File: src/rtl/core/atcc_pkg.sv
`default_nettype none

package atcc_pkg;

   localparam int MAX_WIDTH  = 32;
   localparam int MAX_HEIGHT = 1024;

   localparam int ROW_BITS   = MAX_WIDTH;
   localparam int PAD_BITS   = ROW_BITS + 2;
   localparam int COL_BITS   = 5;
   localparam int ROWC_BITS  = 10;
   localparam int GW_BITS    = 6;
   localparam int GH_BITS    = 11;
   localparam int CSR_BITS   = GH_BITS;
   localparam int KIND_BITS  = 3;
   localparam int TURN_BITS  = 2;

   // register indexes
   localparam logic CSR_GRID_WIDTH  = 1'b0;
   localparam logic CSR_GRID_HEIGHT = 1'b1;

   // tile kinds
   localparam logic [KIND_BITS-1:0] KIND_FULL  = 3'd0;
   localparam logic [KIND_BITS-1:0] KIND_FILL  = 3'd1;
   localparam logic [KIND_BITS-1:0] KIND_EDGE  = 3'd2;
   localparam logic [KIND_BITS-1:0] KIND_OUTER = 3'd3;
   localparam logic [KIND_BITS-1:0] KIND_INNER = 3'd4;

   typedef enum logic [2:0] {
      S_FILL,
      S_RDA,
      S_RDB,
      S_LD1,
      S_RUN1,
      S_LD2,
      S_SOLO,
      S_RUN2
   } atcc_state_type;

   typedef struct packed {
      logic                 start;
      logic [ROW_BITS-1:0]  above;
      logic [ROW_BITS-1:0]  cur;
      logic [ROW_BITS-1:0]  below;
      logic [ROWC_BITS-1:0] row;
      logic                 last;
      logic [GW_BITS-1:0]   width;
   } atcc_cmd_type;

   // corner pattern index is {TL, TR, BL, BR}
   function automatic logic [KIND_BITS-1:0] pattern_kind(input logic [3:0] idx);
      logic [KIND_BITS-1:0] k;
      unique case (idx)
         4'd0:                       k = KIND_FILL;
         4'd3, 4'd5, 4'd10, 4'd12:   k = KIND_EDGE;
         4'd7, 4'd11, 4'd13, 4'd14:  k = KIND_OUTER;
         4'd15:                      k = KIND_FULL;
         default:                    k = KIND_INNER;
      endcase
      return k;
   endfunction

   function automatic logic [TURN_BITS-1:0] pattern_turns(input logic [3:0] idx);
      logic [TURN_BITS-1:0] t;
      unique case (idx)
         4'd2, 4'd5, 4'd13:  t = 2'd1;
         4'd3, 4'd7, 4'd8:   t = 2'd2;
         4'd4, 4'd10, 4'd11: t = 2'd3;
         default:            t = 2'd0;
      endcase
      return t;
   endfunction

endpackage

`default_nettype wire

File: src/rtl/core/autotile_corner_classifier.sv
// Channel  | Dir | Handshake              | Payload
// req_     | in  | req_valid / req_ready  | req_solid
// rsp_     | out | rsp_valid / rsp_ready  | cell_col, cell_row, tile_kind,
//          |     |                        | quarter_turns, run_last
// csr_     | in  | csr_wr_en              | csr_index, csr_wdata
//
// A cell that does not end a row goes straight into the accumulator, as does the first row
// end of a taller grid. Other row ends run the row memory reads (S_RDA, S_RDB) and the load
// S_LD1, then emit width results and return to intake; a single-row grid loads in S_SOLO
// instead. The final row end adds the load S_LD2 and a second run of width results. Stalls
// on rsp_ready stretch each run. Reset clears counters and control, not the row memory;
// req_ready is low from other row ends until their results are all in the output register.
`default_nettype none

module autotile_corner_classifier
   import atcc_pkg::*;
(
   input  wire logic                 clock,
   input  wire logic                 reset,
   input  wire logic                 req_valid,
   output logic                      req_ready,
   input  wire logic                 req_solid,
   output logic                      rsp_valid,
   input  wire logic                 rsp_ready,
   output logic      [COL_BITS-1:0]  rsp_cell_col,
   output logic      [ROWC_BITS-1:0] rsp_cell_row,
   output logic      [KIND_BITS-1:0] rsp_tile_kind,
   output logic      [TURN_BITS-1:0] rsp_quarter_turns,
   output logic                      rsp_run_last,
   input  wire logic                 csr_wr_en,
   input  wire logic                 csr_index,
   input  wire logic [CSR_BITS-1:0]  csr_wdata
);

   atcc_state_type       state_ff, state_in;
   logic [COL_BITS-1:0]  col_count_ff, col_count_in;
   logic [ROWC_BITS-1:0] row_count_ff, row_count_in;
   logic [ROW_BITS-1:0]  acc_ff, acc_in;
   logic                 ptr_ff, ptr_in;
   logic                 top_ones_ff, top_ones_in;
   logic [ROW_BITS-1:0]  above_ff, above_in;
   logic [ROW_BITS-1:0]  mid_ff, mid_in;
   logic [GW_BITS-1:0]   grid_width_ff;
   logic [GH_BITS-1:0]   grid_height_ff;

   logic [GW_BITS-1:0]   eff_width;
   logic [GH_BITS-1:0]   eff_height;
   logic                 req_fire;
   logic                 row_end;
   logic                 first_row;
   logic                 final_row;
   logic                 busy;

   logic                 mem_wr_en;
   logic [ROW_BITS-1:0]  mem_wr_data;
   logic                 mem_rd_addr;
   logic [ROW_BITS-1:0]  mem_rd_data;
   atcc_cmd_type         cmd;

   always_ff @(posedge clock) begin
      if (reset) begin
         grid_width_ff  <= GW_BITS'(MAX_WIDTH);
         grid_height_ff <= GH_BITS'(32);
      end else if (csr_wr_en) begin
         unique case (csr_index)
            CSR_GRID_WIDTH:  grid_width_ff  <= csr_wdata[GW_BITS-1:0];
            CSR_GRID_HEIGHT: grid_height_ff <= csr_wdata;
         endcase
      end
   end

   always_comb begin
      priority if (grid_width_ff == '0) begin
         eff_width = GW_BITS'(1);
      end else if (grid_width_ff > GW_BITS'(MAX_WIDTH)) begin
         eff_width = GW_BITS'(MAX_WIDTH);
      end else begin
         eff_width = grid_width_ff;
      end
      priority if (grid_height_ff == '0) begin
         eff_height = GH_BITS'(1);
      end else if (grid_height_ff > GH_BITS'(MAX_HEIGHT)) begin
         eff_height = GH_BITS'(MAX_HEIGHT);
      end else begin
         eff_height = grid_height_ff;
      end
   end

   assign req_ready = (state_ff == S_FILL);
   assign req_fire  = req_valid && req_ready;
   assign row_end   = ({1'b0, col_count_ff} + GW_BITS'(1)) >= eff_width;
   assign first_row = (row_count_ff == '0);
   assign final_row = ({1'b0, row_count_ff} + GH_BITS'(1)) >= eff_height;

   // next state
   always_comb begin
      state_in = state_ff;
      unique case (state_ff)
         S_FILL: begin
            if (req_fire && row_end) begin
               priority if (!first_row) begin
                  state_in = S_RDA;
               end else if (final_row) begin
                  state_in = S_SOLO;
               end else begin
                  state_in = S_FILL;
               end
            end
         end
         S_RDA:  state_in = S_RDB;
         S_RDB:  state_in = S_LD1;
         S_LD1:  state_in = S_RUN1;
         S_RUN1: begin
            if (!busy) begin
               state_in = final_row ? S_LD2 : S_FILL;
            end
         end
         S_LD2:  state_in = S_RUN2;
         S_SOLO: state_in = S_RUN2;
         S_RUN2: begin
            if (!busy) begin
               state_in = S_FILL;
            end
         end
         default: state_in = S_FILL;
      endcase
   end

   // outputs and datapath
   always_comb begin
      col_count_in = col_count_ff;
      row_count_in = row_count_ff;
      acc_in       = acc_ff;
      ptr_in       = ptr_ff;
      top_ones_in  = top_ones_ff;
      above_in     = above_ff;
      mid_in       = mid_ff;
      mem_wr_en    = 1'b0;
      mem_wr_data  = acc_ff;
      mem_rd_addr  = (state_ff == S_RDA) ? !ptr_ff : ptr_ff;
      cmd          = '0;
      cmd.width    = eff_width;
      unique case (state_ff)
         S_FILL: begin
            if (req_fire) begin
               acc_in = ((col_count_ff == '0) ? '0 : acc_ff)
                        | (ROW_BITS'(req_solid) << col_count_ff);
               if (row_end) begin
                  col_count_in = '0;
                  if (first_row) begin
                     mem_wr_en   = 1'b1;
                     mem_wr_data = acc_in;
                     ptr_in      = !ptr_ff;
                     top_ones_in = 1'b1;
                     if (!final_row) begin
                        row_count_in = row_count_ff + ROWC_BITS'(1);
                     end
                  end
               end else begin
                  col_count_in = col_count_ff + COL_BITS'(1);
               end
            end
         end
         S_RDA: begin
         end
         S_RDB: begin
            above_in = top_ones_ff ? '1 : mem_rd_data;
         end
         S_LD1: begin
            mid_in      = mem_rd_data;
            cmd.start   = 1'b1;
            cmd.above   = above_ff;
            cmd.cur     = mem_rd_data;
            cmd.below   = acc_ff;
            cmd.row     = row_count_ff - ROWC_BITS'(1);
            cmd.last    = !final_row;
            mem_wr_en   = 1'b1;
            ptr_in      = !ptr_ff;
            top_ones_in = 1'b0;
         end
         S_RUN1: begin
            if (!busy && !final_row) begin
               row_count_in = row_count_ff + ROWC_BITS'(1);
            end
         end
         S_LD2: begin
            cmd.start = 1'b1;
            cmd.above = mid_ff;
            cmd.cur   = acc_ff;
            cmd.below = '1;
            cmd.row   = row_count_ff;
            cmd.last  = 1'b1;
         end
         S_SOLO: begin
            cmd.start = 1'b1;
            cmd.above = '1;
            cmd.cur   = acc_ff;
            cmd.below = '1;
            cmd.row   = '0;
            cmd.last  = 1'b1;
         end
         S_RUN2: begin
            if (!busy) begin
               row_count_in = '0;
            end
         end
         default: begin
         end
      endcase
   end

   always_ff @(posedge clock) begin
      if (reset) begin
         state_ff     <= S_FILL;
         col_count_ff <= '0;
         row_count_ff <= '0;
         ptr_ff       <= 1'b0;
         top_ones_ff  <= 1'b0;
      end else begin
         state_ff     <= state_in;
         col_count_ff <= col_count_in;
         row_count_ff <= row_count_in;
         ptr_ff       <= ptr_in;
         top_ones_ff  <= top_ones_in;
      end
   end

   always_ff @(posedge clock) begin
      acc_ff   <= acc_in;
      above_ff <= above_in;
      mid_ff   <= mid_in;
   end

   atcc_row_mem u_row_mem (
      .clock   (clock),
      .wr_en   (mem_wr_en),
      .wr_addr (!ptr_ff),
      .wr_data (mem_wr_data),
      .rd_addr (mem_rd_addr),
      .rd_data (mem_rd_data)
   );

   atcc_emitter u_emitter (
      .clock             (clock),
      .reset             (reset),
      .cmd               (cmd),
      .busy              (busy),
      .rsp_valid         (rsp_valid),
      .rsp_ready         (rsp_ready),
      .rsp_cell_col      (rsp_cell_col),
      .rsp_cell_row      (rsp_cell_row),
      .rsp_tile_kind     (rsp_tile_kind),
      .rsp_quarter_turns (rsp_quarter_turns),
      .rsp_run_last      (rsp_run_last)
   );

endmodule

`default_nettype wire

File: src/rtl/core/atcc_row_mem.sv
`default_nettype none

module atcc_row_mem
   import atcc_pkg::*;
(
   input  wire logic                clock,
   input  wire logic                wr_en,
   input  wire logic                wr_addr,
   input  wire logic [ROW_BITS-1:0] wr_data,
   input  wire logic                rd_addr,
   output logic      [ROW_BITS-1:0] rd_data
);

   logic [ROW_BITS-1:0] mem [2];

   always_ff @(posedge clock) begin
      if (wr_en) begin
         mem[wr_addr] <= wr_data;
      end
   end

   always_ff @(posedge clock) begin
      rd_data <= mem[rd_addr];
   end

endmodule

`default_nettype wire

File: src/rtl/core/atcc_emitter.sv
`default_nettype none

module atcc_emitter
   import atcc_pkg::*;
(
   input  wire logic                 clock,
   input  wire logic                 reset,
   input  wire atcc_cmd_type         cmd,
   output logic                      busy,
   output logic                      rsp_valid,
   input  wire logic                 rsp_ready,
   output logic      [COL_BITS-1:0]  rsp_cell_col,
   output logic      [ROWC_BITS-1:0] rsp_cell_row,
   output logic      [KIND_BITS-1:0] rsp_tile_kind,
   output logic      [TURN_BITS-1:0] rsp_quarter_turns,
   output logic                      rsp_run_last
);

   logic                 busy_ff, busy_in;
   logic [PAD_BITS-1:0]  win_a_ff, win_a_in;
   logic [PAD_BITS-1:0]  win_c_ff, win_c_in;
   logic [PAD_BITS-1:0]  win_b_ff, win_b_in;
   logic [COL_BITS-1:0]  col_ff, col_in;
   logic [ROWC_BITS-1:0] row_ff, row_in;
   logic                 last_ff, last_in;

   logic                 valid_ff, valid_in;
   logic [COL_BITS-1:0]  o_col_ff, o_col_in;
   logic [ROWC_BITS-1:0] o_row_ff, o_row_in;
   logic [KIND_BITS-1:0] o_kind_ff, o_kind_in;
   logic [TURN_BITS-1:0] o_turn_ff, o_turn_in;
   logic                 o_last_ff, o_last_in;

   logic [ROW_BITS-1:0]  outside;
   logic [COL_BITS-1:0]  last_col;
   logic                 adv;
   logic                 fa, fb, fc, fd;
   logic [3:0]           idx;

   // columns at or past the width read as solid
   assign outside  = {ROW_BITS{1'b1}} << cmd.width;
   assign last_col = COL_BITS'(cmd.width - GW_BITS'(1));
   assign adv      = busy_ff && (!valid_ff || rsp_ready);

   assign fa  = win_a_ff[0] & win_a_ff[1] & win_c_ff[0];
   assign fb  = win_a_ff[1] & win_a_ff[2] & win_c_ff[2];
   assign fc  = win_c_ff[0] & win_b_ff[0] & win_b_ff[1];
   assign fd  = win_c_ff[2] & win_b_ff[1] & win_b_ff[2];
   assign idx = {fa, fb, fc, fd};

   always_comb begin
      busy_in   = busy_ff;
      win_a_in  = win_a_ff;
      win_c_in  = win_c_ff;
      win_b_in  = win_b_ff;
      col_in    = col_ff;
      row_in    = row_ff;
      last_in   = last_ff;
      valid_in  = valid_ff && !rsp_ready;
      o_col_in  = o_col_ff;
      o_row_in  = o_row_ff;
      o_kind_in = o_kind_ff;
      o_turn_in = o_turn_ff;
      o_last_in = o_last_ff;
      if (cmd.start) begin
         busy_in  = 1'b1;
         win_a_in = {1'b1, cmd.above | outside, 1'b1};
         win_c_in = {1'b1, cmd.cur | outside, 1'b1};
         win_b_in = {1'b1, cmd.below | outside, 1'b1};
         col_in   = '0;
         row_in   = cmd.row;
         last_in  = cmd.last;
      end else if (adv) begin
         valid_in  = 1'b1;
         o_col_in  = col_ff;
         o_row_in  = row_ff;
         o_kind_in = win_c_ff[1] ? pattern_kind(idx) : KIND_FILL;
         o_turn_in = win_c_ff[1] ? pattern_turns(idx) : '0;
         o_last_in = last_ff && (col_ff == last_col);
         win_a_in  = win_a_ff >> 1;
         win_c_in  = win_c_ff >> 1;
         win_b_in  = win_b_ff >> 1;
         col_in    = col_ff + COL_BITS'(1);
         if (col_ff == last_col) begin
            busy_in = 1'b0;
         end
      end
   end

   always_ff @(posedge clock) begin
      if (reset) begin
         busy_ff  <= 1'b0;
         valid_ff <= 1'b0;
      end else begin
         busy_ff  <= busy_in;
         valid_ff <= valid_in;
      end
   end

   always_ff @(posedge clock) begin
      win_a_ff  <= win_a_in;
      win_c_ff  <= win_c_in;
      win_b_ff  <= win_b_in;
      col_ff    <= col_in;
      row_ff    <= row_in;
      last_ff   <= last_in;
      o_col_ff  <= o_col_in;
      o_row_ff  <= o_row_in;
      o_kind_ff <= o_kind_in;
      o_turn_ff <= o_turn_in;
      o_last_ff <= o_last_in;
   end

   assign busy              = busy_ff;
   assign rsp_valid         = valid_ff;
   assign rsp_cell_col      = o_col_ff;
   assign rsp_cell_row      = o_row_ff;
   assign rsp_tile_kind     = o_kind_ff;
   assign rsp_quarter_turns = o_turn_ff;
   assign rsp_run_last      = o_last_ff;

endmodule

`default_nettype wire

File: config.mk
export PLATFORM = sky130hd
export DESIGN_NAME = autotile_corner_classifier
export DESIGN_NICKNAME = d
export VERILOG_FILES = /design/src/rtl/core/atcc_pkg.sv /design/src/rtl/core/autotile_corner_classifier.sv /design/src/rtl/core/atcc_row_mem.sv /design/src/rtl/core/atcc_emitter.sv
export SDC_FILE = /design/constraint.sdc
export NUM_CORES = 1
export LEC_CHECK = 0
export BUFFER_PORTS_ARGS = -buffer_cell sky130_fd_sc_hd__buf_2
export CELL_PAD_IN_SITES_DETAIL_PLACEMENT = 1
export CELL_PAD_IN_SITES_GLOBAL_PLACEMENT = 1
export CORE_UTILIZATION = 51
export CTS_CLUSTER_DIAMETER = 50
export DETAILED_ROUTE_END_ITERATION = 7
export PLACE_DENSITY_LB_ADDON = 0.2
export SLEW_MARGIN = 5
export SYNTH_ARGS = -nofsm -noshare
export SYNTH_HDL_FRONTEND = slang
export SYNTH_SLANG_ARGS = --single-unit
File: constraint.sdc
create_clock -name clock -period 5 [get_ports clock]
set_input_delay 0.25 -clock clock [delete_from_list [all_inputs] [get_ports clock]]
set_output_delay 0.25 -clock clock [all_outputs]
set_load 0.05 [all_outputs]
# [Word level (Yosys, flattened, before mapping)]
# Memories as Yosys holds them, arrays and structs flattened. A register that Yosys moved wholly into a read port is not among the register bits.
# Cells that the tools add are included.
[word_totals] memories=3 input_bits=18 mem_bits_ro=80 word_cells=153 regBits=269 mem_bits_rw=64 out_inout_bits=23
[mem_list] name="u_row_mem.mem" depth=2 width=32 rd=1 rd_ports_with_merged_regs=1 wr=1 line="atcc_row_mem.sv:14" source="logic [ROW_BITS-1:0] mem [2];"
[mem_list] name="(name not given)" depth=16 width=3 rd=1 rd_ports_with_merged_regs=1 wr=0 line="atcc_pkg.sv:53" source="unique case (idx)"
[mem_list] name="(name not given)" depth=16 width=2 rd=1 rd_ports_with_merged_regs=1 wr=0 line="atcc_pkg.sv:65" source="unique case (idx)"
[op_classes] n_reduce_logical=32 bitwise_logic=14 add_sub_neg=7 shifts=2 magnitude_cmp=4 muxes=51 n_eq_ne=16
[op_table] op="$pmux W108 S3" count=1
[op_table] op="$mux W33" count=6
[op_table] op="$mux W32" count=5
[op_table] op="$or A32 B32 Y32" count=4
[op_table] op="$mux W10" count=6
[op_table] op="$shl A1 B5 Y32" count=1
[op_table] op="$shl A32 B6 Y32 const A" count=1
[op_table] op="$pmux W10 S3" count=1
[op_table] op="$mux W11" count=2
[op_table] op="$pmux W3 S7" count=1
[op_table] op="$mux W3" count=6
[op_table] op="$mux W1" count=17
[op_table] op="$eq A3 B3 Y1 const B" count=4
[op_table] op="$mux W6" count=2
[op_table] op="$add A10 B1 Y11 const B" count=1
[op_table] op="$ge A11 B11 Y1" count=1
[op_table] op="$gt A11 B11 Y1 const B" count=1
[op_table] op="$logic_not A11 Y1" count=1
[op_table] op="$add A10 B1 Y10 const B" count=1
[op_table] op="$add A5 B1 Y5 const B" count=2
[op_table] op="$logic_not A10 Y1" count=1
[op_table] op="$reduce_and A2 Y1" count=5
[op_table] op="$sub A10 B1 Y10 const B" count=1
[op_table] op="$and A1 B1 Y1" count=8
[op_table] op="24 further kinds" count=47

# [Logic depth before layout (Yosys ltp)]
# Gate-level depths: netlist of the first run.
[depth] word_depth=9 ltp_mapped=13 depth_no_buf=12

# [By module]
# From an unflattened synthesis of the first run, not the netlist that was laid out.
[hier_totals] hier_cells=1518 area_unflattened_um2=17100.2
[by_module_without_submodules] mod="autotile_corner_classifier" n_inst=1 area_each_um2=7707.4 seq_area_each_um2=3623.5 cells_per_inst=798
[by_module_without_submodules] mod="atcc_emitter" n_inst=1 area_each_um2=6273.5 seq_area_each_um2=4063.9 cells_per_inst=586
[by_module_without_submodules] mod="atcc_row_mem" n_inst=1 area_each_um2=3119.2 seq_area_each_um2=2562.5 cells_per_inst=134

# [Worst setup path before layout of the first run]
# Ideal clock, no wire load.
[synth_path] path_type="reg2reg" from="register state_ff[2]" to="memory u_row_mem.mem[1][0] (netlist name), enable pin" setup_slack_ns=0.197 t_arrival_ns=4.371 setup_time_ns=0.432 n_path_buf=1 period_less_slack_ns=4.803 t_required_ns=4.568 stages_incl_launch_ff=8 cell_sequence="dfxtp_1 -> buf_4 -> nor3_2 -> nand2_1 -> inv_1 -> nand2_4 -> or2_1 -> a21oi_1"
[synth_via] elab_chain_len=6 elab_cells_between_ends=7 cone_classes="eq/ne (1); mux (4); reduce/logical (2)"
[synth_rtl] item="start, declared" line="autotile_corner_classifier.sv:35" source="atcc_state_type state_ff, state_in;"
[synth_rtl] item="start signal, assigned" line="autotile_corner_classifier.sv:220" source="state_ff <= state_in;"
[synth_rtl] item="$logic_not A3 Y1 *" line="autotile_corner_classifier.sv:89" source="assign req_ready = (state_ff == S_FILL);"
[synth_rtl] item="named net req_ready" line="autotile_corner_classifier.sv:21" source="output logic req_ready,"
[synth_rtl] item="$logic_and A1 B1 Y1" line="autotile_corner_classifier.sv:90" source="assign req_fire = req_valid && req_ready;"
[synth_rtl] item="$mux W1" line="autotile_corner_classifier.sv:145" source="if (req_fire) begin"
[synth_rtl] item="$pmux W1 S2 *" line="autotile_corner_classifier.sv:143" source="unique case (state_ff)"
[synth_rtl] item="$mux W1 *" line="atcc_row_mem.sv:17" source="if (wr_en) begin"
[synth_rtl] item="$mux W1 (not written as such) *" line="atcc_row_mem.sv:18" source="mem[wr_addr] <= wr_data;"
[synth_rtl] item="end, declared" line="atcc_row_mem.sv:14"
# Mark *: on every way through the listed nets, which the timed path passes. The rest lies on a longest branch.

# [Worst setup path in the final report of the first run]
[layout_path] from="register grid_width_ff[1]" to="memory u_row_mem.mem[1][30] (netlist name), enable pin"
[layout_via] elab_chain_len=9 elab_cells_between_ends=10 cone_classes="order compare (2); mux (7); reduce/logical (1)"
[layout_rtl] item="start, declared" line="autotile_corner_classifier.sv:43" source="logic [GW_BITS-1:0] grid_width_ff;"
[layout_rtl] item="start signal, assigned" line="autotile_corner_classifier.sv:62" source="grid_width_ff <= GW_BITS'(MAX_WIDTH);"
[layout_rtl] item="start signal, assigned" line="autotile_corner_classifier.sv:66" source="CSR_GRID_WIDTH: grid_width_ff <= csr_wdata[GW_BITS-1:0];"
[layout_rtl] item="$gt A6 B6 Y1" line="autotile_corner_classifier.sv:75" source="end else if (grid_width_ff > GW_BITS'(MAX_WIDTH)) begin"
[layout_rtl] item="$mux W6" line="autotile_corner_classifier.sv:75"
[layout_rtl] item="$mux W6 *" line="autotile_corner_classifier.sv:73" source="priority if (grid_width_ff == '0) begin"
[layout_rtl] item="$ge A6 B6 Y1 *" line="autotile_corner_classifier.sv:91" source="assign row_end = ({1'b0, col_count_ff} + GW_BITS'(1)) >= eff_width;"
[layout_rtl] item="$mux W1 *" line="autotile_corner_classifier.sv:148" source="if (row_end) begin"
[layout_rtl] item="$mux W1 *" line="autotile_corner_classifier.sv:145"
[layout_rtl] item="$pmux W1 S2 *" line="autotile_corner_classifier.sv:143"
[layout_rtl] item="$mux W1 *" line="atcc_row_mem.sv:17"
[layout_rtl] item="$mux W1 (not written as such) *" line="atcc_row_mem.sv:18"
# Mark *: on every way between the ends. The rest lies on a longest branch, timed or not.

==> flow_summary.toml, run 1 <==
[outcome]
status = "complete, no violations"

[floorplanning]
die_y_um = 183
ioPinCount = 41
core_mm2 = 0.0318
die_w_um = 183
initial_utilization = 0.524
die_area_mm2 = 0.0334
fp-row-count = 65

[sta]
drv_slew = 0
fin_setup_tns_ns = 0
max_slew_margin = 0.199
finalCritPeriodShare = 0.776
worstMarginPinSlew_ns = 1.20
setup_violations = 0
min_period_ns = 3.88
fmax_mhz = 258
whs_ns = 0.0127
hold_viol = 0
setup_slack_ns = 1.12
rsz0062_at_grt = "no"
finalClockSkew_ns = 0.0391

[logic_synthesis]
synthXorXnorAreaFrac = 0.0121
netlist_area_mm2 = 0.0166
ys_top_cells_by_area = "edfxtp_1, dfxtp_1, nand2_1"
yosysTopAreaCellShare = 0.519
synthArstFlopShare = 0
yosysWarnings = 0
yosys.area.top_type = "edfxtp_1"
syn_area_per_cell_um2 = 11.7
yosys.area_share.simple = 0.128
syn_nets = 1468
synthAdderAreaFrac = 0.0240
synth-edff-count = 288
synth_top_family_by_area = "compound AO/OA/AOI/OAI gates"
ys_seq_area_frac = 0.616
synth_compound_area_frac = 0.137
syn_inst = 1418
yosys-mux-area-fraction = 0.0514
synth_flop_cell = "edfxtp_1"
ys_seq_elements = 368
ys_types = 78

[final_layout]
synthToLayoutAreaGrowth_pct = 11.6
layout-drive-gt1-share = 0.162
final_cell_mix = "edfxtp_1, nand2_1, nor2_1, o21ai_0, a21oi_1"
nets = 1491
antenna_cells = 0
stdcell_count = 1907
final_util = 0.585
final_common_cell = "edfxtp_1"

[setup_path]
r2r-start = "grid_width_ff[1]"
crit_chain = "nor4_1 -> o21ai_0 -> inv_1 -> ha_1 -> nand2b_1 -> a31oi_1 -> o21ai_0 -> a21oi_2 -> or2_1 -> a21oi_4 -> buf_4"
start_kind = "flop"
arrival_ns = 4.08
reg2regPathDepth = 11
crit_slowest_cell = "dfxtp_1"
endpoint_kind = "flop"
path_class = "flop to flop"
crit_fanout = 15
r2r_end = "u_row_mem.mem[1][30]"
crit_path_frequent_cell = "o21ai_0"
r2r_slack_ns = 1.12
crit_required_ns = 5.20
cpPeakStageDelay_ns = 0.58

[global_routing]
grt_max_degree = 92
grt_pass1_wl_um = 72000
grt_pass1_vias = 12200
grt.total_usage = 0.286
antenna_found_initial = 0
grt_remaining_overflow = 0

[placed_design]
io_buffers = 40
gp_congestion = 0.826
hpwl_um = 29600
placed_cells = 1824
pre_cts_slack_ns = 1.19

[clock_tree]
clk_pin_slew_ns = 0.06
cts_buffers = 41
cts_root_buffer = "clkbuf_16"
worstSkewPairLatency_ns = 0.55
cts_resized = 0
tritoncts = "done"
cts_setup_buffers = 0
clock-sinks = 368
clockBufferDepth = 3
h-tree-depth = 2

[route]
antenna_left = 0
drt-initial-drc-count = 907
drc = 0
drt_wl_total_um = 46400
firstDrtPassIters = 5
route.vias.total = 11800
detail_route.vias_per_cell = 6.20
wl_per_cell_um = 24.3

[hold_path]
min-delay-start = "csr_wdata[2]"
whs_endpoint = "grid_height_ff[2]"
hp-class = "primary input to flop"
worstHoldPathCells = 3

[flow_run]
max-cap-violations = 0

[power]
p_per_area_mw_per_mm2 = 361
p_leak_nw = 6.93
max-vdd-ir-drop_uv = 397
==> power by group <==
group,internal [W],switching (W),total [W]
Sequential,0.00335,0.0000646,0.00342
Clock,0.00166,0.00124,0.00290
Combinational,0.000145,0.000240,0.000386
Total,0.00516,0.00155,0.00671
==> cell type report <==
type | instances | area (µm²)
flip-flops and latches | 368 | 10200
inverters | 24 | 90.1
repair buffers | 73 | 495
clock buffers | 50 | 1080
multi-input cells | 933 | 5930
clock inverters | 24 | 200
fillers | 3227 | 13200
well taps | 435 | 544
==> synth_stat cells (29+ instances only) <==
library cell    n
ha_1           32
o21ai_0        93
nand2_1       157
nand3_1        37
or2_2          34
edfxtp_1      288
a21oi_1        91
o22ai_1        29
dfxtp_1        80
clkbuf_1       60
mux2_2         35
nor2_1        123
o211ai_1       29
==> state kept, by name (all words and copies together), names as in the netlist, 11 cells and up <==
name and cells:
above_ff 32, grid_height_ff 11, u_emitter.win_c_ff 33, u_row_mem.rd_data 32
u_emitter.win_b_ff 34, u_row_mem.mem 64, u_emitter.win_a_ff 33, acc_ff 32
mid_ff 32
==> through the flow <==
stage          area [µm²]  power [W]
3_5_place_dp        17200    0.00385
5_1_grt             18600    0.00689
2_1_floorplan       16600    0.00372
3_3_place_gp        17200    0.00383
6_report            18600    0.00671
4_1_cts             18600    0.00673
==> metal layers <==
layer	global-route usage	up-vias	share of wire
met3	0.0477	74	0.067
met2	0.469	408	0.48
met5	0.00593	-	0
met4	0.0891	0	0.025
met1	0.388	6033	0.43
li1	-	5317	-
==> what timing repair did <==
action	in CTS	in global routing
endpoints found under the setup margin	0	0
hold endpoints to repair	9	0
hold buffers	9	0
==> worst max-delay path, delay by kind of cell (launching register included) <==
family,cells,cell delay [ns]
compound gates,5,1.52
fa+ha+maj,1,0.29
flops,1,0.58
simple gates,3,0.60
buf+inv,2,0.54
==> cells by family (layout without fill, tap and decap cells) <==
| logic type | after synthesis | in the layout |
|---|---|---|
| DFF | 368 | 368 |
| and+or+nand+nor | 450 | 450 |
| buffers and inverters | 117 | 171 |
| adders and majority gates | 32 | 32 |
| AOI/OAI and AO/OA | 358 | 358 |
| xor gates and xnor gates | 23 | 23 |
| muxes | 70 | 70 |
==> how the worst max path moves through the flow <==
stage | cells past startpoint | startpoint | end
finish | 11 | grid_width_ff[1] | u_row_mem.mem[1][30]
global route | 11 | grid_width_ff[1] | u_row_mem.mem[0][27]
CTS | 11 | grid_width_ff[1] | u_row_mem.mem[1][27]
detailed placement | 11 | grid_width_ff[1] | u_row_mem.mem[1][30]
global placement | 11 | grid_width_ff[1] | u_row_mem.mem[0][30]
floorplan | 7 | state_ff[2] | u_row_mem.mem[1][0]
No activity file was read; power rests on OpenSTA's default activity.
==> run 2: changes to the inputs <==
--- a/config.mk
+++ b/config.mk
@@ -5,10 +5,11 @@
 export SDC_FILE = /design/constraint.sdc
 export NUM_CORES = 1
 export LEC_CHECK = 0
+export ABC_AREA = 1
 export BUFFER_PORTS_ARGS = -buffer_cell sky130_fd_sc_hd__buf_2
 export CELL_PAD_IN_SITES_DETAIL_PLACEMENT = 1
 export CELL_PAD_IN_SITES_GLOBAL_PLACEMENT = 1
-export CORE_UTILIZATION = 51
+export CORE_UTILIZATION = 45
 export CTS_CLUSTER_DIAMETER = 50
 export DETAILED_ROUTE_END_ITERATION = 7
 export PLACE_DENSITY_LB_ADDON = 0.2
==> constraint.sdc (replaced) <==
create_clock -name clock -period 3.1 [get_ports clock]
set_input_delay 0.155 -clock clock [delete_from_list [all_inputs] [get_ports clock]]
set_output_delay 0.155 -clock clock [all_outputs]
set_load 0.05 [all_outputs]
==> run 2 against run 1 <==
Effect of this change: fmax grew 35%; first-iteration DRC count fell by 1.3%; cell count grew 14%; sequential share of layout area down 2.0 points; largest power group unchanged; highest routed layer unchanged.
==> flow_summary.toml, run 2 <==
[outcome]
status = "complete, no violations"

[route]
antenna_left = 0
route.vias.total = 12500
drt-initial-drc-count = 895
drc = 0
detail_route.vias_per_cell = 5.74
firstDrtPassIters = 5
wl_per_cell_um = 23.1
drt_wl_total_um = 50200

[setup_path]
arrival_ns = 3.16
cpPeakStageDelay_ns = 0.39
path_class = "flop to flop"
crit_fanout = 20
crit_required_ns = 3.39
crit_chain = "inv_1 -> nor3_2 -> xor2_1 -> inv_1 -> ha_1 -> nand2_1 -> nor2_1 -> o21ai_0 -> nand3_1 -> nand3_2 -> buf_4 -> mux2_2"
crit_slowest_cell = "dfxtp_1"
start_kind = "flop"
endpoint_kind = "flop"
crit_path_frequent_cell = "inv_1"

[sta]
finalCritPeriodShare = 0.926
min_period_ns = 2.87
max_slew_margin = 0.302
drv_slew = 0
fmax_mhz = 348
hold_viol = 0
worstMarginPinSlew_ns = 1.05
finalClockSkew_ns = 0.0144
setup_violations = 0
fin_setup_tns_ns = 0

[power]
pwr-share-comb = 0.296
seqPwrFrac = 0.417
p_per_area_mw_per_mm2 = 978
max-vdd-ir-drop_uv = 576
switching_share = 0.354
clkPwrFrac = 0.287
p_switching_w = 0.00669
intPower_w = 0.0122
p_leak_nw = 7.64
power.total_w = 0.0189

[final_layout]
final_cell_mix = "nand2_1, edfxtp_1, inv_1, o21ai_0, nor2_1"
layout-drive-gt1-share = 0.161
synthToLayoutAreaGrowth_pct = 16.4
largestRegisters = "u_row_mem.mem (64), u_emitter.win_b_ff (34)"
largest_register = "u_row_mem.mem"
nets = 1721
largest_reg_flops = 64
ff_latch_area_mm2 = 0.0103
antenna_cells = 0
final_common_cell = "nand2_1"
multi_input_area_mm2 = 0.00545
nFillCells = 3871

[clock_tree]
clock-sinks = 368
cts_buffers = 45
clk_pin_slew_ns = 0.06
clockBufferDepth = 3
worstSkewPairLatency_ns = 0.56
cts_setup_buffers = 0
cts_root_buffer = "clkbuf_16"
h-tree-depth = 2
tritoncts = "done"

[logic_synthesis]
syn_nets = 1633
ys_types = 51
synth_flop_cell = "edfxtp_1"
synthArstFlopShare = 0
syn_area_per_cell_um2 = 10.5
synth_common_cells = "nand2_1, edfxtp_1, inv_1, o21ai_0, nor2_1"
ys_seq_area_frac = 0.618
syn_inst = 1583
yosys.area.top_type = "edfxtp_1"
yosysTopAreaCellShare = 0.522
yosysWarnings = 0
yosysMostFrequentCell = "nand2_1"
ys_seq_elements = 368
synth-edff-count = 288
ys_top_cells_by_area = "edfxtp_1, dfxtp_1, nand2_1"
netlist_area_mm2 = 0.0166

[floorplanning]
ioPinCount = 41
die_w_um = 194
initial_utilization = 0.462
fp-row-count = 69
die_y_um = 194
core_mm2 = 0.0359
die_area_mm2 = 0.0376

[placed_design]
gp_congestion = 0.856
io_buffers = 40
hpwl_um = 33500

[global_routing]
grt.total_usage = 0.267
grt_remaining_overflow = 0
antenna_found_initial = 1
grt_pass1_wl_um = 76400
grt_max_degree = 104
grt_pass1_vias = 13000

[hold_path]
hp-class = "primary input to flop"

[flow_run]
max-cap-violations = 0
[run 2: layer usage]
metal  part of all wire  vias up  track usage
met5                  0        -            0
met4              0.031        0       0.0964
met3              0.069       98       0.0539
met2               0.47      383        0.431
met1               0.43     6269        0.356
li1                   -     5702            -
[run 2: cell families after synthesis]
family,after synthesis,share of synthesized area
adders and majority gates,32,0.0241
DFF,368,0.618
AOI/OAI and AO/OA,302,0.110
muxes,37,0.0251
and+or+nand+nor,599,0.157
buffers and inverters,230,0.0573
xor gates and xnor gates,15,0.00792
[run 2: through the flow]
| step | worst slack, ns | cells | hold WS, ns | utilization | area (µm²) |
|---|---|---|---|---|---|
| 3_3_place_gp | 0.301 | 2070 | 0.402 | 0.490 | 17600 |
| 2_1_floorplan | 0.00759 | 1583 | 0.268 | - | 16600 |
| 4_1_cts | 0.0983 | 2169 | 0.0318 | 0.537 | 19300 |
| 5_1_grt | -0.00274 | 2169 | 0.0783 | 0.538 | 19300 |
| 6_report | 0.229 | 2169 | 0.0745 | 0.538 | 19300 |
| 3_5_place_dp | 0.132 | 2070 | 0.410 | 0.490 | 17600 |
[run 2: final cells by class]
class / instances / area share
Timing Repair Buffer: 114 / 0.0469
Clock buffer: 68 / 0.0681
Clock inverter: 16 / 0.0111
Inverter: 157 / 0.0308
Multi-Input combinational cell: 985 / 0.282
Tap cell: 461 / 0.0299
Sequential cell: 368 / 0.531
[run 2: critical path, delay by kind of cell, from the launching register on]
| family | cells | cell delay [ns] |
|---|---|---|
| AND/OR/NAND/NOR | 5 | 0.74 |
| buffers and inverters | 3 | 0.51 |
| flip-flops | 1 | 0.39 |
| multiplexers | 1 | 0.39 |
| adder cells (fa/ha/maj) | 1 | 0.30 |
| XOR/XNOR | 1 | 0.18 |
| AO/OA/AOI/OAI | 1 | 0.11 |
[run 2: final timing paths]
path,start,end,slack [ns],cells after the start
max,col_count_ff[0],u_row_mem.mem[1][16],0.23,12
min,csr_wr_en,grid_width_ff[5],0.07,5
max reg2reg,col_count_ff[0],u_row_mem.mem[1][16],0.23,12
min reg2reg,u_emitter.row_ff[5],u_emitter.rsp_cell_row[5],0.41,0
[run 2: power groups by stage]
stage                     Clock (W)  Sequential (W)  Combinational (W)
after CTS                   0.00549         0.00786            0.00556
final                       0.00541         0.00787            0.00560
after global routing        0.00565         0.00799            0.00612
after detailed placement          0         0.00794            0.00549
after global placement            0         0.00788            0.00530
after floorplan                   0         0.00782            0.00356
[run 2: repair_timing]
item                       in CTS  in global routing
hold endpoints to repair       21                  0
resized for setup               0                  8
setup endpoints to repair       0                 22
hold buffers                   15                  0
==> run 3: changes to the inputs <==
--- a/config.mk
+++ b/config.mk
@@ -13,6 +13,7 @@
 export CTS_CLUSTER_DIAMETER = 50
 export DETAILED_ROUTE_END_ITERATION = 7
 export PLACE_DENSITY_LB_ADDON = 0.2
+export RECOVER_POWER = 50
 export SLEW_MARGIN = 5
 export SYNTH_ARGS = -nofsm -noshare
 export SYNTH_HDL_FRONTEND = slang
==> run 3 against run 2 <==
Effect of this change: the flow now finishes with violations (capacitance limit, slew limit); via count shrank 0.27%; clock-buffer cell count unchanged; die area unchanged; non-clock buffer count is the same; core utilization shrank 0.34 points; flip-flop and latch count is the same; fmax is 1.5% lower; worst hold slack worse by 0.010 ns.
==> flow_summary.toml, run 3 (same netlist as run 2, synthesis figures left out) <==
[placed_design]
gp_congestion = 0.856
io_buffers = 40
hpwl_um = 33500
pre_cts_slack_ns = 0.132
placed_cells = 2070

[outcome]
status = "finished, violations left"
violations = "capacitance limit, slew limit"

[route]
drc = 0
route.vias.total = 12400
wl_per_cell_um = 23.1
drt_wl_total_um = 50100
firstDrtPassIters = 5
detail_route.vias_per_cell = 5.73
drt-initial-drc-count = 869
antenna_left = 0

[sta]
finalClockSkew_ns = 0.0167
setup_slack_ns = 0.187
hold_viol = 0
worstMarginPinSlew_ns = 1.79
setup_violations = 0
max_slew_margin = -0.194
drv_slew = 29
fmax_mhz = 343
finalCritPeriodShare = 0.940
min_period_ns = 2.91

[final_layout]
nFillCells = 3892
stdcell_count = 2169
nets = 1721
largestRegisters = "u_row_mem.mem (64), u_emitter.win_b_ff (34)"
synthToLayoutAreaGrowth_pct = 15.7
antenna_cells = 0
ff_latch_area_mm2 = 0.0103
final_common_cell = "nand2_1"
largest_reg_flops = 64
multi_input_area_mm2 = 0.00540
largest_register = "u_row_mem.mem"
final_cell_mix = "nand2_1, edfxtp_1, inv_1, o21ai_0, nor2_1"
layout-drive-gt1-share = 0.131

[setup_path]
arrival_ns = 3.33
critPathBufInv = 4
r2r-start = "state_ff[0]"
cpPeakStageDelay_ns = 0.85
crit_required_ns = 3.51
path_class = "flop to flop"
r2r_end = "u_emitter.win_a_ff[31]"
endpoint_kind = "flop"
cp-startpoint = "state_ff[0]"
crit_family = "buffers and inverters"
crit_fanout = 37
crit_chain = "inv_1 -> nor2_2 -> nand2_2 -> nand2_1 -> nor2_1 -> inv_2 -> clkbuf_2 -> o21ai_0 -> buf_4 -> a21boi_0 -> nand4_1"
r2r_slack_ns = 0.19
start_kind = "flop"
reg2regPathDepth = 11
crit_slowest_cell = "clkbuf_2"

[clock_tree]
cts_root_buffer = "clkbuf_16"
tritoncts = "done"
clk_pin_slew_ns = 0.06
clock-sinks = 368
cts_setup_buffers = 0
clockBufferDepth = 3
worstSkewPairLatency_ns = 0.56
h-tree-depth = 2
cts_buffers = 45

[floorplanning]
die_y_um = 194
core_mm2 = 0.0359
ioPinCount = 41
die_area_mm2 = 0.0376
fp-row-count = 69
die_w_um = 194
initial_utilization = 0.462

[global_routing]
grt.total_usage = 0.267
grt_pass1_wl_um = 76400
grt_max_degree = 104
antenna_found_initial = 1
grt_pass1_vias = 13000
grt_remaining_overflow = 0

[power]
p_leak_nw = 7.54
p_per_area_mw_per_mm2 = 979
max-vdd-ir-drop_uv = 575
power.total_w = 0.0188

[hold_path]
whs_endpoint = "grid_width_ff[5]"
min-delay-start = "csr_wr_en"
worstHoldPathCells = 5
hp-class = "primary input to flop"

[flow_run]
max-cap-violations = 1
run 3: changes by cell type in the layout (fill, tap and decap cells not counted), moves of 2 or more:
cell / delta
inv_2: -2
mux2_1: +12
nor2_4: -5
nand2_1: +2
clkbuf_2: +6
mux2_2: -12
clkbuf_1: +29
buf_2: -24
buf_4: -11
inv_1: +3
nor2_1: +6
nand2_2: -2
run 3: power breakdown:
group / internal [W] / switching [W] / leakage (nW)
Clock: 0.00329 / 0.00212 / 0.742
Combinational: 0.00168 / 0.00381 / 3.45
Sequential: 0.00715 / 0.000717 / 3.35
Total: 0.0121 / 0.00665 / 7.54
run 3: how the worst max path moves through the flow:
| stage | slack (ns) | cells past startpoint | endpoint |
|---|---|---|---|
| 4_1_cts | 0.1 | 17 | row_count_ff[6] |
| 2_1_floorplan | 0.008 | 13 | u_row_mem.mem[1][0] |
| 3_3_place_gp | 0.30 | 18 | row_count_ff[0] |
| 5_1_grt | -0.004 | 18 | row_count_ff[4] |
| 3_5_place_dp | 0.13 | 17 | row_count_ff[6] |
| 6_report | 0.19 | 11 | u_emitter.win_a_ff[31] |
run 3: tightest hold or removal path, stage by stage:
cell and delay, ns:
buf_2 0.11, inv_1 0.05, nor2_1 0.08, nand2_1 0.07, o211ai_1 0.08
run 3: timing repair:
| item | CTS | global route |
|---|---|---|
| endpoints found under the setup margin | 0 | 22 |
| resized for setup | 0 | 8 |
| endpoints found under the hold margin | 21 | 0 |
| hold buffers | 15 | 0 |
run 3: layout make-up:
cell class | instances | area share
repair buffers | 114 | 0.0432
well taps | 461 | 0.0301
clock inverters | 16 | 0.0112
flip-flops and latches | 368 | 0.535
clock buffers | 68 | 0.0686
multi-input cells | 985 | 0.282
inverters | 157 | 0.0309
run 3: per-stage QoR:
stage	hold slack [ns]	cell area (µm²)	TNS, ns	utilization
3_3_place_gp	0.402	17600	0	0.490
5_1_grt	0.0783	19200	-0.00470	0.534
3_5_place_dp	0.410	17600	0	0.490
2_1_floorplan	0.268	16600	0	-
6_report	0.0640	19200	0	0.534
4_1_cts	0.0318	19300	0	0.537
run 3: layer usage:
metal / vias up / wire (µm) / track usage
met3: 97 / 3400 / 0.0539
met5: - / 0 / 0
met2: 387 / 23500 / 0.431
met1: 6228 / 21700 / 0.356
li1: 5707 / - / -
met4: 0 / 1530 / 0.0964
